==> src/hdl/epdm_pkg.sv <==
// Shared types and constants for the echo pulse distance median block.
package epdm_pkg;

   localparam int TS_BITS        = 32;
   localparam int TIMEOUT_BITS   = 16;
   localparam int CM_BITS        = 10;
   localparam int CSR_ADDR_BITS  = 3;
   localparam int CSR_DATA_BITS  = 32;

   localparam logic [TIMEOUT_BITS-1:0] TIMEOUT_RESET = 16'd30000;
   localparam logic [CM_BITS-1:0]      FAR_RESET     = 10'd999;
   localparam logic [CM_BITS-1:0]      DIST_MAX      = 10'd1023;

   // floor(d / 58) = floor((d >> 1) * RECIP >> RECIP_SHIFT) for d below 2^16
   localparam int                  HALF_BITS   = TIMEOUT_BITS - 1;
   localparam int                  RECIP_BITS  = 20;
   localparam int                  RECIP_SHIFT = 24;
   localparam logic [RECIP_BITS-1:0] CM_RECIP  = 20'd578525;
   localparam int                  PROD_BITS   = HALF_BITS + RECIP_BITS;
   localparam int                  QUOT_BITS   = PROD_BITS - RECIP_SHIFT;

   typedef enum logic {
      CSR_TIMEOUT = 1'b0,
      CSR_FAR     = 1'b1
   } csr_reg_type;

   typedef struct packed {
      logic [TIMEOUT_BITS-1:0] timeout_us;
      logic [CM_BITS-1:0]      far_value_cm;
   } cfg_type;

   typedef struct packed {
      logic               valid;
      logic [CM_BITS-1:0] cm;
   } dist_xfer_type;

endpackage

==> src/hdl/echo_pulse_distance_median.sv <==
// Echo pulse distance with three-sample median, top level.
// Takes one edge event per clock unless req_stall is high: a rising edge records its
// timestamp, an armed falling edge turns the pulse width into centimeters (width / 58,
// or the far value past the timeout) and yields one result carrying that distance and
// the median of the last three. The event lands in the input register at its transfer,
// its distance then loads the distance register (subtract, compare and one reciprocal
// multiply), and then the ring and result register, which drives rsp_valid. Throughput
// is one event per clock while rsp_stall stays low; events that yield no result leave
// the pipeline without waiting on the result side. The ring starts at 999 cm on reset;
// writing far_value_cm does not alter it.
module echo_pulse_distance_median (
   input  logic                                 clock,
   input  logic                                 reset,
   input  logic                                 req_valid,
   output logic                                 req_stall,
   input  logic                                 req_edge_level,
   input  logic [epdm_pkg::TS_BITS-1:0]         req_time_us,
   output logic                                 rsp_valid,
   input  logic                                 rsp_stall,
   output logic [epdm_pkg::CM_BITS-1:0]         rsp_median_cm,
   output logic [epdm_pkg::CM_BITS-1:0]         rsp_newest_cm,
   input  logic                                 psel,
   input  logic                                 penable,
   input  logic                                 pwrite,
   input  logic [epdm_pkg::CSR_ADDR_BITS-1:0]   paddr,
   input  logic [epdm_pkg::CSR_DATA_BITS-1:0]   pwdata,
   output logic [epdm_pkg::CSR_DATA_BITS-1:0]   prdata,
   output logic                                 pready
);
   import epdm_pkg::*;

   cfg_type       cfg;
   dist_xfer_type dist_xfer;
   logic          med_ready;

   epdm_csr u_csr (
      .clock   (clock),
      .reset   (reset),
      .psel    (psel),
      .penable (penable),
      .pwrite  (pwrite),
      .paddr   (paddr),
      .pwdata  (pwdata),
      .prdata  (prdata),
      .pready  (pready),
      .cfg     (cfg)
   );

   epdm_dist u_dist (
      .clock          (clock),
      .reset          (reset),
      .req_valid      (req_valid),
      .req_stall      (req_stall),
      .req_edge_level (req_edge_level),
      .req_time_us    (req_time_us),
      .cfg            (cfg),
      .med_ready      (med_ready),
      .dist_out       (dist_xfer)
   );

   epdm_median u_median (
      .clock         (clock),
      .reset         (reset),
      .dist_in       (dist_xfer),
      .med_ready     (med_ready),
      .rsp_valid     (rsp_valid),
      .rsp_stall     (rsp_stall),
      .rsp_median_cm (rsp_median_cm),
      .rsp_newest_cm (rsp_newest_cm)
   );

endmodule

==> src/hdl/epdm_csr.sv <==
// Configuration registers behind the APB-style port.
module epdm_csr (
   input  logic                                 clock,
   input  logic                                 reset,
   input  logic                                 psel,
   input  logic                                 penable,
   input  logic                                 pwrite,
   input  logic [epdm_pkg::CSR_ADDR_BITS-1:0]   paddr,
   input  logic [epdm_pkg::CSR_DATA_BITS-1:0]   pwdata,
   output logic [epdm_pkg::CSR_DATA_BITS-1:0]   prdata,
   output logic                                 pready,
   output epdm_pkg::cfg_type                    cfg
);
   import epdm_pkg::*;

   cfg_type     cfg_ff;
   cfg_type     cfg_in;
   csr_reg_type sel_reg;
   logic        wr_xfer;

   assign pready  = 1'b1;
   assign sel_reg = csr_reg_type'(paddr[2]);
   assign wr_xfer = psel && penable && pwrite && pready;

   always_comb begin
      cfg_in = cfg_ff;
      if (wr_xfer) begin
         case (sel_reg)
            CSR_TIMEOUT: cfg_in.timeout_us   = pwdata[TIMEOUT_BITS-1:0];
            CSR_FAR:     cfg_in.far_value_cm = pwdata[CM_BITS-1:0];
            default:     cfg_in = cfg_ff;
         endcase
      end
   end

   always_ff @(posedge clock) begin
      if (reset) begin
         cfg_ff.timeout_us   <= TIMEOUT_RESET;
         cfg_ff.far_value_cm <= FAR_RESET;
      end else begin
         cfg_ff <= cfg_in;
      end
   end

   always_comb begin
      case (sel_reg)
         CSR_TIMEOUT: prdata = {{(CSR_DATA_BITS-TIMEOUT_BITS){1'b0}}, cfg_ff.timeout_us};
         CSR_FAR:     prdata = {{(CSR_DATA_BITS-CM_BITS){1'b0}}, cfg_ff.far_value_cm};
         default:     prdata = '0;
      endcase
   end

   assign cfg = cfg_ff;

endmodule

==> src/hdl/epdm_dist.sv <==
// Input register, pulse timing and duration-to-centimeter conversion stage.
module epdm_dist (
   input  logic                          clock,
   input  logic                          reset,
   input  logic                          req_valid,
   output logic                          req_stall,
   input  logic                          req_edge_level,
   input  logic [epdm_pkg::TS_BITS-1:0]  req_time_us,
   input  epdm_pkg::cfg_type             cfg,
   input  logic                          med_ready,
   output epdm_pkg::dist_xfer_type       dist_out
);
   import epdm_pkg::*;

   logic               in_valid_ff, in_valid_in;
   logic               in_level_ff;
   logic [TS_BITS-1:0] in_time_ff;
   logic               armed_ff, armed_in;
   logic [TS_BITS-1:0] start_ff, start_in;
   logic               dist_valid_ff, dist_valid_in;
   logic [CM_BITS-1:0] dist_cm_ff, dist_cm_in;

   logic                 req_xfer;
   logic                 makes_dist;
   logic                 dist_ready;
   logic                 in_adv;
   logic [TS_BITS-1:0]   dur;
   logic                 over;
   logic [HALF_BITS-1:0] half;
   logic [PROD_BITS-1:0] prod;
   logic [QUOT_BITS-1:0] quot;
   logic [CM_BITS-1:0]   cm_calc;

   assign makes_dist = !in_level_ff && armed_ff;
   assign dist_ready = !dist_valid_ff || med_ready;
   assign in_adv     = in_valid_ff && (!makes_dist || dist_ready);
   assign req_stall  = in_valid_ff && !in_adv;
   assign req_xfer   = req_valid && !req_stall;

   assign dur  = in_time_ff - start_ff;
   assign over = dur > {{(TS_BITS-TIMEOUT_BITS){1'b0}}, cfg.timeout_us};
   assign half = dur[TIMEOUT_BITS-1:1];
   assign prod = {{RECIP_BITS{1'b0}}, half} * {{HALF_BITS{1'b0}}, CM_RECIP};
   assign quot = prod[PROD_BITS-1:RECIP_SHIFT];

   always_comb begin
      if (over) begin
         cm_calc = cfg.far_value_cm;
      end else if (quot > {{(QUOT_BITS-CM_BITS){1'b0}}, DIST_MAX}) begin
         cm_calc = DIST_MAX;
      end else begin
         cm_calc = quot[CM_BITS-1:0];
      end
   end

   always_comb begin
      in_valid_in   = in_valid_ff;
      armed_in      = armed_ff;
      start_in      = start_ff;
      dist_valid_in = dist_valid_ff;
      dist_cm_in    = dist_cm_ff;
      if (dist_valid_ff && med_ready) begin
         dist_valid_in = 1'b0;
      end
      if (in_adv) begin
         in_valid_in = 1'b0;
         if (in_level_ff) begin
            armed_in = 1'b1;
            start_in = in_time_ff;
         end else if (armed_ff) begin
            armed_in      = 1'b0;
            dist_valid_in = 1'b1;
            dist_cm_in    = cm_calc;
         end
      end
      if (req_xfer) begin
         in_valid_in = 1'b1;
      end
   end

   always_ff @(posedge clock) begin
      if (reset) begin
         in_valid_ff   <= 1'b0;
         armed_ff      <= 1'b0;
         start_ff      <= '0;
         dist_valid_ff <= 1'b0;
      end else begin
         in_valid_ff   <= in_valid_in;
         armed_ff      <= armed_in;
         start_ff      <= start_in;
         dist_valid_ff <= dist_valid_in;
      end
   end

   always_ff @(posedge clock) begin
      dist_cm_ff <= dist_cm_in;
      if (req_xfer) begin
         in_level_ff <= req_edge_level;
         in_time_ff  <= req_time_us;
      end
   end

   assign dist_out.valid = dist_valid_ff;
   assign dist_out.cm    = dist_cm_ff;

   a_fall_disarms: assert property (@(posedge clock) disable iff (reset)
      in_adv && !in_level_ff |=> !armed_ff)
      else $error("falling edge left the pulse armed");

   a_rise_arms: assert property (@(posedge clock) disable iff (reset)
      in_adv && in_level_ff |=> armed_ff && start_ff == $past(in_time_ff))
      else $error("rising edge did not capture start time");

   a_dist_holds: assert property (@(posedge clock) disable iff (reset)
      dist_valid_ff && !med_ready |=> dist_valid_ff && $stable(dist_cm_ff))
      else $error("pending distance changed while blocked");

endmodule

==> src/hdl/epdm_median.sv <==
// Three-entry distance ring, median select and result register.
module epdm_median (
   input  logic                           clock,
   input  logic                           reset,
   input  epdm_pkg::dist_xfer_type        dist_in,
   output logic                           med_ready,
   output logic                           rsp_valid,
   input  logic                           rsp_stall,
   output logic [epdm_pkg::CM_BITS-1:0]   rsp_median_cm,
   output logic [epdm_pkg::CM_BITS-1:0]   rsp_newest_cm
);
   import epdm_pkg::*;

   logic [CM_BITS-1:0] ring_ff [3];
   logic [CM_BITS-1:0] ring_in [3];
   logic [1:0]         slot_ff, slot_in;
   logic               out_valid_ff, out_valid_in;
   logic [CM_BITS-1:0] median_ff, median_in;
   logic [CM_BITS-1:0] newest_ff, newest_in;
   logic               load;

   function automatic logic [CM_BITS-1:0] med3(input logic [CM_BITS-1:0] a,
                                                input logic [CM_BITS-1:0] b,
                                                input logic [CM_BITS-1:0] c);
      logic [CM_BITS-1:0] hi;
      logic [CM_BITS-1:0] lo;
      hi = (a > b) ? a : b;
      lo = (a > b) ? b : a;
      if (c > hi) begin
         return hi;
      end else if (c < lo) begin
         return lo;
      end
      return c;
   endfunction

   assign med_ready = !out_valid_ff || !rsp_stall;
   assign load      = dist_in.valid && med_ready;

   always_comb begin
      ring_in      = ring_ff;
      slot_in      = slot_ff;
      out_valid_in = out_valid_ff && rsp_stall;
      median_in    = median_ff;
      newest_in    = newest_ff;
      if (load) begin
         case (slot_ff)
            2'd1: begin
               ring_in[1] = dist_in.cm;
               slot_in    = 2'd2;
            end
            2'd2: begin
               ring_in[2] = dist_in.cm;
               slot_in    = 2'd0;
            end
            default: begin
               ring_in[0] = dist_in.cm;
               slot_in    = 2'd1;
            end
         endcase
         out_valid_in = 1'b1;
         median_in    = med3(ring_in[0], ring_in[1], ring_in[2]);
         newest_in    = dist_in.cm;
      end
   end

   always_ff @(posedge clock) begin
      if (reset) begin
         ring_ff[0]   <= FAR_RESET;
         ring_ff[1]   <= FAR_RESET;
         ring_ff[2]   <= FAR_RESET;
         slot_ff      <= 2'd0;
         out_valid_ff <= 1'b0;
      end else begin
         ring_ff      <= ring_in;
         slot_ff      <= slot_in;
         out_valid_ff <= out_valid_in;
      end
   end

   always_ff @(posedge clock) begin
      median_ff <= median_in;
      newest_ff <= newest_in;
   end

   assign rsp_valid     = out_valid_ff;
   assign rsp_median_cm = median_ff;
   assign rsp_newest_cm = newest_ff;

   a_slot_range: assert property (@(posedge clock) disable iff (reset)
      slot_ff != 2'd3)
      else $error("ring slot out of range");

   a_slot_step: assert property (@(posedge clock) disable iff (reset)
      load |=> slot_ff == (($past(slot_ff) == 2'd2) ? 2'd0 : $past(slot_ff) + 2'd1))
      else $error("ring slot did not advance");

   a_median_member: assert property (@(posedge clock) disable iff (reset)
      load |=> median_ff == ring_ff[0] || median_ff == ring_ff[1]
               || median_ff == ring_ff[2])
      else $error("median is not a ring entry");

endmodule

==> config.mk <==
export PLATFORM = sky130hd
export DESIGN_NAME = echo_pulse_distance_median
export DESIGN_NICKNAME = d
export VERILOG_FILES = /design/src/hdl/epdm_pkg.sv /design/src/hdl/echo_pulse_distance_median.sv /design/src/hdl/epdm_csr.sv /design/src/hdl/epdm_dist.sv /design/src/hdl/epdm_median.sv
export SDC_FILE = /design/constraint.sdc
export NUM_CORES = 1
export LEC_CHECK = 0
export BUFFER_PORTS_ARGS = -buffer_cell sky130_fd_sc_hd__buf_2
export CAP_MARGIN = 0
export CORE_ASPECT_RATIO = 0.8
export CORE_UTILIZATION = 53
export DETAILED_ROUTE_END_ITERATION = 10
export PLACE_DENSITY = 0.78
export REMOVE_ABC_BUFFERS = 1
export SYNTH_ARGS = -nofsm -noshare
export SYNTH_HDL_FRONTEND = slang
export SYNTH_HIERARCHICAL = 1
export SYNTH_SLANG_ARGS = --single-unit
==> constraint.sdc <==
create_clock -name clock -period 11.2 [get_ports clock]
set_input_delay 1.12 -clock clock [delete_from_list [all_inputs] [get_ports clock]]
set_output_delay 1.12 -clock clock [all_outputs]
set_load 0.01 [all_outputs]
=== Word level (Yosys, flattened, before mapping) ===
Index checks and enable logic that the tools add are counted.

* Input bits: 75
* Output and inout bits: 55
* Register bits: 157

* Muxes and demuxes: 26
* Reductions and logical operators: 24
* $add $sub $neg: 1
* Magnitude comparators: 5
* Bitwise gates (word level): 2
* Eq/ne operators: 2
* Multiply operators: 1

{| class="wikitable"
|+ Operators by type and width
! cell !! count
|-
| $mux 10 || 13
|-
| $pmux 32 s2 || 1
|-
| $mul 15x20->35 const B || 1
|-
| $gt 32x16->1 || 1
|-
| $sub 32x32->32 || 1
|-
| $gt 10x10->1 || 2
|-
| $gt 11x10->1 const B || 1
|-
| $mux 1 || 11
|-
| $lt 10x10->1 || 1
|-
| $logic_and 1x1->1 || 8
|-
| $logic_not 1->1 || 7
|-
| $reduce_and 2->1 || 3
|-
| $pmux 2 s2 || 1
|-
| $logic_or 1x1->1 || 3
|-
| $reduce_and 3->1 || 1
|-
| $eq 2x1->1 const B || 1
|-
| $eq 2x2->1 const B || 1
|-
| $not 1->1 || 2
|-
| $reduce_bool 2->1 || 1
|-
| $reduce_or 2->1 || 1
|}

=== Depth between registers and ports, before layout ===
Gate-level depths: netlist of run 1.

* Depth in word-level cells: 11
* Depth in mapped cells: 30
* Gate-level depth less buffers: 30

=== Hierarchy ===
Netlist of run 1, hierarchy kept.

{| class="wikitable"
|+ By module, submodules not included
! module !! area each (sq um) !! times used !! cells each
|-
| epdm_dist || 10116.0 || 1 || 1120
|-
| epdm_median || 3358.2 || 1 || 356
|-
| epdm_csr || 1400.1 || 1 || 149
|}

=== Worst setup path before layout of run 1 ===
OpenSTA, ideal clock, no wires.

* Path type: reg-to-reg
* Start: reg u_dist.in_time_ff[0]
* End: reg u_dist.dist_cm_ff[5] (data pin)
* Clock period less this slack: 8.283 ns
* Arrival: 8.024 ns
* Setup slack: 2.917 ns
* Stages on the path, launching flop included: 26
* Library setup time: 0.260 ns
* Cell sequence: edfxtp_1 > inv_1 > ha_1 > fa_1 > nor2b_1 > o2111ai_1 > a211oi_1 > a311oi_2 > xnor2_1 > fa_1 > fa_1 > inv_1 > fa_1 > fa_1 > fa_1 > inv_1 > fa_1 > inv_1 > ha_1 > nand4_1 > o41ai_1 > a21oi_1 > o41ai_1 > xnor2_1 > o21ai_0 > mux2_2

* Longest elaborated chain between the ends: 5

{| class="wikitable"
|+ RTL lines
! what !! line !! source
|-
| start: declaration || epdm_dist.sv:17 || <nowiki>logic [TS_BITS-1:0] in_time_ff;</nowiki>
|-
| start signal: assignment || epdm_dist.sv:99 || <nowiki>in_time_ff <= req_time_us;</nowiki>
|-
| $sub 32x32->32 * || epdm_dist.sv:40 || <nowiki>assign dur = in_time_ff - start_ff;</nowiki>
|-
| $mul 15x20->35 || epdm_dist.sv:43 || <nowiki>assign prod = {{RECIP_BITS{1'b0}}, half} * {{HALF_BITS{1'b0}}, CM_RECIP};</nowiki>
|-
| $gt 11x10->1 || epdm_dist.sv:49 || <nowiki>end else if (quot > {{(QUOT_BITS-CM_BITS){1'b0}}, DIST_MAX}) begin</nowiki>
|-
| $mux 10 || epdm_dist.sv:49 ||
|-
| $mux 10 * || epdm_dist.sv:47 || <nowiki>if (over) begin</nowiki>
|-
| net u_dist.cm_calc[5] || epdm_dist.sv:32 || <nowiki>logic [CM_BITS-1:0] cm_calc;</nowiki>
|-
| end signal: assignment || epdm_dist.sv:96 || <nowiki>dist_cm_ff <= dist_cm_in;</nowiki>
|-
| end: declaration || epdm_dist.sv:21 || <nowiki>logic [CM_BITS-1:0] dist_cm_ff, dist_cm_in;</nowiki>
|}

Mark *: on every way through the listed nets, which the timed path passes. The rest lies on a longest branch.
A chain may end at the register's enable or synchronous reset.

=== Final worst setup path of run 1 ===
* Start: reg u_dist.in_time_ff[4]
* End: reg u_dist.dist_cm_ff[6] (data pin)

The elaborated chain is that of the path after synthesis.

==> results of run 1 <==
[layout by cell type (no fill, tap or decap), drive strengths merged, types with 5 or more instances in the layout]
cell | synthesis | layout
edfxtp | 63 | 63
xnor2 | 18 | 18
o211ai | 5 | 5
mux2 | 39 | 39
and2 | 7 | 7
nand4 | 20 | 20
nand2 | 150 | 150
nand3b | 13 | 13
fa | 102 | 102
ha | 209 | 209
nor2 | 91 | 91
o21a | 12 | 12
clkinv | 0 | 6
buf | 34 | 108
nand3 | 29 | 29
a21o | 21 | 21
a211oi | 12 | 12
clkbuf | 39 | 19
o2111ai | 8 | 8
nand2b | 31 | 31
mux2i | 52 | 52
a211o | 17 | 17
conb | 2 | 17
o31a | 8 | 8
a21oi | 105 | 105
inv | 261 | 265
dfxtp | 94 | 94
xor2 | 14 | 14
a31oi | 9 | 9
nor2b | 17 | 17
and3 | 9 | 9
o21ai | 57 | 57
nor3 | 19 | 19
[stage by stage]
step	hold slack, ns	worst slack, ns	utilization (%)	area [sq um]	cells
floorplan	0.4278	2.921	-	14530	1567
global placement	0.4407	2.205	56.79	15580	2039
detailed placement	0.4467	1.914	56.79	15580	2039
CTS	0.4557	1.899	58.87	16150	2071
global route	0.4759	1.379	58.87	16150	2071
finish	0.4536	1.874	58.87	16150	2071
[registers in the layout (all words and copies together) (netlist names)]
name / cells
u_dist/dist_valid_ff: 1
u_csr/cfg: 26
u_median/ring_ff: 30
u_dist/armed_ff: 1
u_median/slot_ff: 2
u_median/rsp_valid: 1
u_dist/in_level_ff: 1
u_median/rsp_median_cm: 10
u_dist/dist_cm_ff: 10
u_median/rsp_newest_cm: 10
u_dist/in_valid_ff: 1
u_dist/in_time_ff: 32
u_dist/start_ff: 32
[worst reg2reg max path: stages (launching register included)]
cell	delay, ns
edfxtp_1	0.40
ha_1	0.39
a21o_1	0.22
a31oi_1	0.23
a21oi_1	0.13
o2111ai_1	0.31
nand2b_1	0.11
xor2_1	0.63
inv_1	0.13
fa_1	0.52
fa_1	0.42
fa_1	0.58
inv_1	0.08
fa_1	0.53
inv_1	0.05
fa_1	0.51
fa_1	0.55
inv_1	0.04
ha_1	0.33
a21oi_1	0.14
o21ai_0	0.12
a2111oi_0	0.54
o41ai_2	0.31
a21oi_1	0.32
o41ai_1	0.15
xnor2_1	0.75
o31ai_1	0.23
mux2_2	0.33
[metal layers]
metal	share of wire (%)	global-route usage (%)	vias to the layer above	wire, um
met5	0	0	-	0
met4	1.9	6.836	0	658
met3	6.1	4.689	40	2186
met2	45	40.42	362	15830
met1	47	35.81	5540	16880
li1	-	-	5633	-
[final timing paths]
check | to | slack [ns] | depth (start not counted)
setup reg to reg | u_dist/dist_cm_ff[6] | 1.87 | 27
hold / removal | u_dist/start_ff[11] | 0.45 | 2
setup / recovery | u_dist/dist_cm_ff[6] | 1.87 | 27
hold reg to reg | u_dist/start_ff[11] | 0.45 | 2
[logic make-up after synthesis]
| kind of cell | after synthesis | synth area share, % |
|---|---|---|
| AOI/OAI and AO/OA | 291 | 12.54 |
| xor gates and xnor gates | 32 | 1.884 |
| adders and majority gates | 311 | 31.31 |
| buffers and inverters | 334 | 9.278 |
| DFF | 157 | 25.37 |
| muxes | 91 | 6.477 |
| other | 2 | 0.05049 |
| and+or+nand+nor | 407 | 13.09 |
[cell type report]
cell class / count / area [sq um]
clock buffers: 19 / 432.9
inverters: 261 / 979.7
multi-input cells: 1149 / 9792
flip-flops and latches: 157 / 3774
well taps: 364 / 455.4
repair buffers: 108 / 578.1
fillers: 2384 / 11280
clock inverters: 13 / 137.6
==> impl_metrics.csv, run 1 <==
group,metric,value,unit
critical_path,worstSetupStartpoint,"u_dist/in_time_ff[4]",
synth,synth_top_area_share,17.58,%
route,firstDrtPassIters,6,
floorplanning,start_util,54.22,%
clock_tree,cts_buffers,17,
critical_path,path_class,"flip-flop to flip-flop",
cells_and_area,areaGrowthSynthToFinish,8.571,%
min_path,hold_path_class,"flip-flop to flip-flop",
synth,synth.most_common_cell,"inv_1",
sta,grt_setup_unrepaired,"no",
global_route,grt_pass1_vias,11440,
synth,ys_seq_area_share,25.37,%
floorplanning,coreArea,0.02743,sq mm
critical_path,critPathTopFamily,"adder cells",
synth,synthFlopType,"dfxtp_1",
global_route,overflow,0,
sta,slew_headroom,25.30,%
job,drv_cap,0,
route,vias_per_cell,5.589,
critical_path,r2r_start,"u_dist/in_time_ff[4]",
synth,yosys-top-cells-count,"261 x inv_1, 209 x ha_1, 150 x nand2_1",
critical_path,cp.required,11.39,ns
global_route,grt_usage,25.52,%
clock_tree,h-tree-depth,4,
placement,place_congestion,0.9237,
synth,yosys-top-cells-area,"ha_1 18%, fa_1 14%, edfxtp_1 13%",
clock_tree,clk_transition_reported_paths,0.06,ns
sta,fin_setup_tns,0,ns
critical_path,startpoint_type,"flip-flop",
clock_tree,clock_latency,0.44,ns
synth,synth_cells,1625,
sta,skew,0.01288,ns
floorplanning,die_h,151.8,um
sta,finalMaxSlewViolations,0,
placement,io_buffers,94,
sta,finalSetupViolations,0,
clock_tree,cts_resized,0,
min_path,holdCritStartpoint,"u_dist/start_ff[11]",
global_route,grt_pass1_wl,57840,um
route,vias,11580,
clock_tree,cts_hold_buffers,0,
outcome,status,"finished clean",
sta,worst_pin_slew,1.118,ns
clock_tree,post_cts_buffers,0,
route,drc,0,
global_route,grt_max_degree,105,
sta,max_freq,0.1072,GHz
critical_path,arrival,9.51,ns
synth,yosysWarnings,6,
route,wire_per_inst,17.17,um
cells_and_area,drive_gt1_share,11.01,%
clock_tree,cts_tree,"built",
cells_and_area,diodes,0,
route,final_antenna_net_count,0,
route,drtIter0Drc,919,
clock_tree,cts_root_buffer,"clkbuf_16",
critical_path,end_kind,"flip-flop",
global_route,antenna_found_initial,0,
sta,fin_crit,9.326,ns
sta,hold_violations,0,
synth,synth.distinct_cells,73,
synth,ys_ff_latch,157,
placement,place_hpwl,28150,um
synth,synth_edf_count,63,
clock_tree,clock_sinks,157,
critical_path,slowest_delay,0.75,ns
synth,avgSynthCellArea,9.153,sq um
synth,synth_area_leader_cell,"ha_1",
cells_and_area,nNetsFinal,2080,
sta,period_share,83.27,%
critical_path,crit_fanout,10,
floorplanning,io_pins,130,
floorplanning,die_area,0.02874,sq mm
floorplanning,row_count,54,
floorplanning,die_w,189.3,um
clock_tree,clock_path_buffers,2,
critical_path,cp_slowest_cell,"xnor2_1",
critical_path,crit_top_cell,"fa_1",
synth,async_flop_share,0,%
synth,synth_area,0.01487,sq mm
critical_path,critPathBufInv,4,
route,wirelength,35550,um
Power of run 1 is left out: the tool's default activity adds up to more than one toggle a clock period on the data nets, which glitch-free logic cannot reach.
==> run 2: changes to the inputs <==
--- a/config.mk
+++ b/config.mk
@@ -10,7 +10,7 @@
 export CORE_ASPECT_RATIO = 0.8
 export CORE_UTILIZATION = 53
 export DETAILED_ROUTE_END_ITERATION = 10
-export PLACE_DENSITY = 0.78
+export PLACE_DENSITY = 0.81
 export REMOVE_ABC_BUFFERS = 1
 export SYNTH_ARGS = -nofsm -noshare
 export SYNTH_HDL_FRONTEND = slang
==> constraint.sdc (replaced) <==
create_clock -name clock -period 7.82 [get_ports clock]
set_input_delay 0.782 -clock clock [delete_from_list [all_inputs] [get_ports clock]]
set_output_delay 0.782 -clock clock [all_outputs]
set_load 0.01 [all_outputs]
==> impl_metrics.csv, run 2 (synthesis gave the netlist of run 1 again) <==
group,metric,value,unit
cells_and_area,nNetsFinal,2147,
cells_and_area,layout_commonest_cell,"inv_1",
clock_tree,cts_root_buffer,"clkbuf_16",
critical_path,crit_fanout,5,
sta,worst_pin_slew,1.158,ns
placement,place_congestion,0.9612,
floorplanning,io_pins,130,
cells_and_area,fin_cells,2138,
global_route,antenna_found_initial,0,
route,wirelength,38270,um
placement,place_hpwl,29050,um
route,wire_per_inst,17.90,um
outcome,status,"finished clean",
critical_path,arrival,7.87,ns
floorplanning,die_h,151.8,um
cells_and_area,diodes,0,
floorplanning,start_util,54.22,%
route,final_antenna_net_count,0,
clock_tree,cts_tree,"built",
global_route,grt_max_degree,80,
floorplanning,die_w,189.3,um
clock_tree,cts_hold_buffers,0,
cells_and_area,final_area,0.01725,sq mm
clock_tree,clock_latency,0.44,ns
critical_path,cp_slowest_cell,"fa_2",
cells_and_area,num-fill-cells,2272,
cells_and_area,mostFrequentLayoutCells,"254 x inv_1, 186 x ha_1, 148 x nand2_1",
route,drc,0,
clock_tree,clock_path_buffers,2,
critical_path,slowest_delay,0.59,ns
sta,skew,0.009821,ns
critical_path,startpoint_type,"flip-flop",
placement,io_buffers,94,
cells_and_area,drive_gt1_share,19.67,%
floorplanning,die_area,0.02874,sq mm
critical_path,end_kind,"flip-flop",
critical_path,path_class,"flip-flop to flip-flop",
sta,max_freq,0.1302,GHz
cells_and_area,reg.largest.list,"u_dist/in_time_ff (32), u_dist/start_ff (32), u_median/ring_ff (30)",
route,drtIter0Drc,1085,
route,vias,12150,
route,vias_per_cell,5.685,
clock_tree,clk_transition_reported_paths,0.06,ns
sta,slew_headroom,22.60,%
critical_path,cp.required,8.01,ns
sta,finalSetupViolations,0,
sta,hold_violations,0,
floorplanning,coreArea,0.02743,sq mm
min_path,hold_path_class,"flip-flop to flip-flop",
sta,finalMaxSlewViolations,0,
job,drv_cap,0,
placement,placedInstanceArea,0.01598,sq mm
clock_tree,clock_sinks,157,
sta,holdWs,0.4537,ns
global_route,overflow,0,
floorplanning,row_count,54,
clock_tree,h-tree-depth,4,
cells_and_area,areaGrowthSynthToFinish,15.97,%
global_route,grt_pass1_vias,11930,
sta,period_share,98.20,%
global_route,grt_pass1_wl,59600,um
route,firstDrtPassIters,6,
sta,fin_crit,7.679,ns
placement,dp.cells,2093,
clock_tree,cts_buffers,17,
global_route,grt_usage,26.16,%
## run 2: changes by cell type in the layout (fill, tap and decap cells not counted), moves of 5 or more
cell,delta
a21oi_1,-15
a21oi_2,+11
buf_4,+66
fa_1,-11
fa_2,+11
ha_1,-23
ha_2,+6
ha_4,+17
inv_1,-7
inv_2,+7
xor2_1,-5
xor2_2,+5
## run 2: final cells by class
class	instances	area (sq um)	share of cell area, %
repair buffers	175	1085	6.289
flip-flops and latches	157	3775	21.88
inverters	261	979.7	5.679
clock inverters	13	107.6	0.6238
multi-input cells	1149	10410	60.32
clock buffers	19	442.9	2.568
well taps	364	455.4	2.640
## run 2: worst max-delay path: cells and delay by family (launching register included)
family                   cells  cell delay (ns)
AO/OA/AOI/OAI                8             1.93
XOR/XNOR                     2             0.34
adder cells (fa/ha/maj)      8             3.38
buffers and inverters        6             0.58
flip-flops                   1             0.42
multiplexers                 1             0.26
AND/OR/NAND/NOR              4             0.50
## run 2: worst paths after layout
check,start,to,slack (ns),cells past startpoint
max reg2reg,u_dist/in_time_ff[1],u_dist/dist_cm_ff[8],0.14,29
min reg2reg,u_dist/start_ff[8],u_dist/start_ff[8],0.45,2
min,u_dist/start_ff[8],u_dist/start_ff[8],0.45,2
max,u_dist/in_time_ff[1],u_dist/dist_cm_ff[8],0.14,29
## run 2: per-stage QoR
step | utilization (%) | worst slack (ns) | setup TNS, ns
6_report | 62.89 | 0.1407 | 0
2_1_floorplan | - | -0.4593 | -3.963
4_1_cts | 60.47 | 0.008155 | 0
3_3_place_gp | 58.24 | -0.08147 | -0.1047
5_1_grt | 62.89 | -0.1174 | -0.3826
3_5_place_dp | 58.24 | -0.2202 | -1.581
## run 2: timing repair
action,4_1_cts,5_1_grt
pin swaps,6,49
resized for setup,12,104
setup endpoints to repair,10,10
setup buffers,1,14
## run 2: layer usage
layer	share of wire, %	GRT usage, %	up-vias
met5	0	0	-
met4	2.7	8.756	0
met3	6.1	4.320	69
met2	46	41.53	464
met1	45	36.28	5872
li1	-	-	5749
Power of run 2 is left out for the same reason.
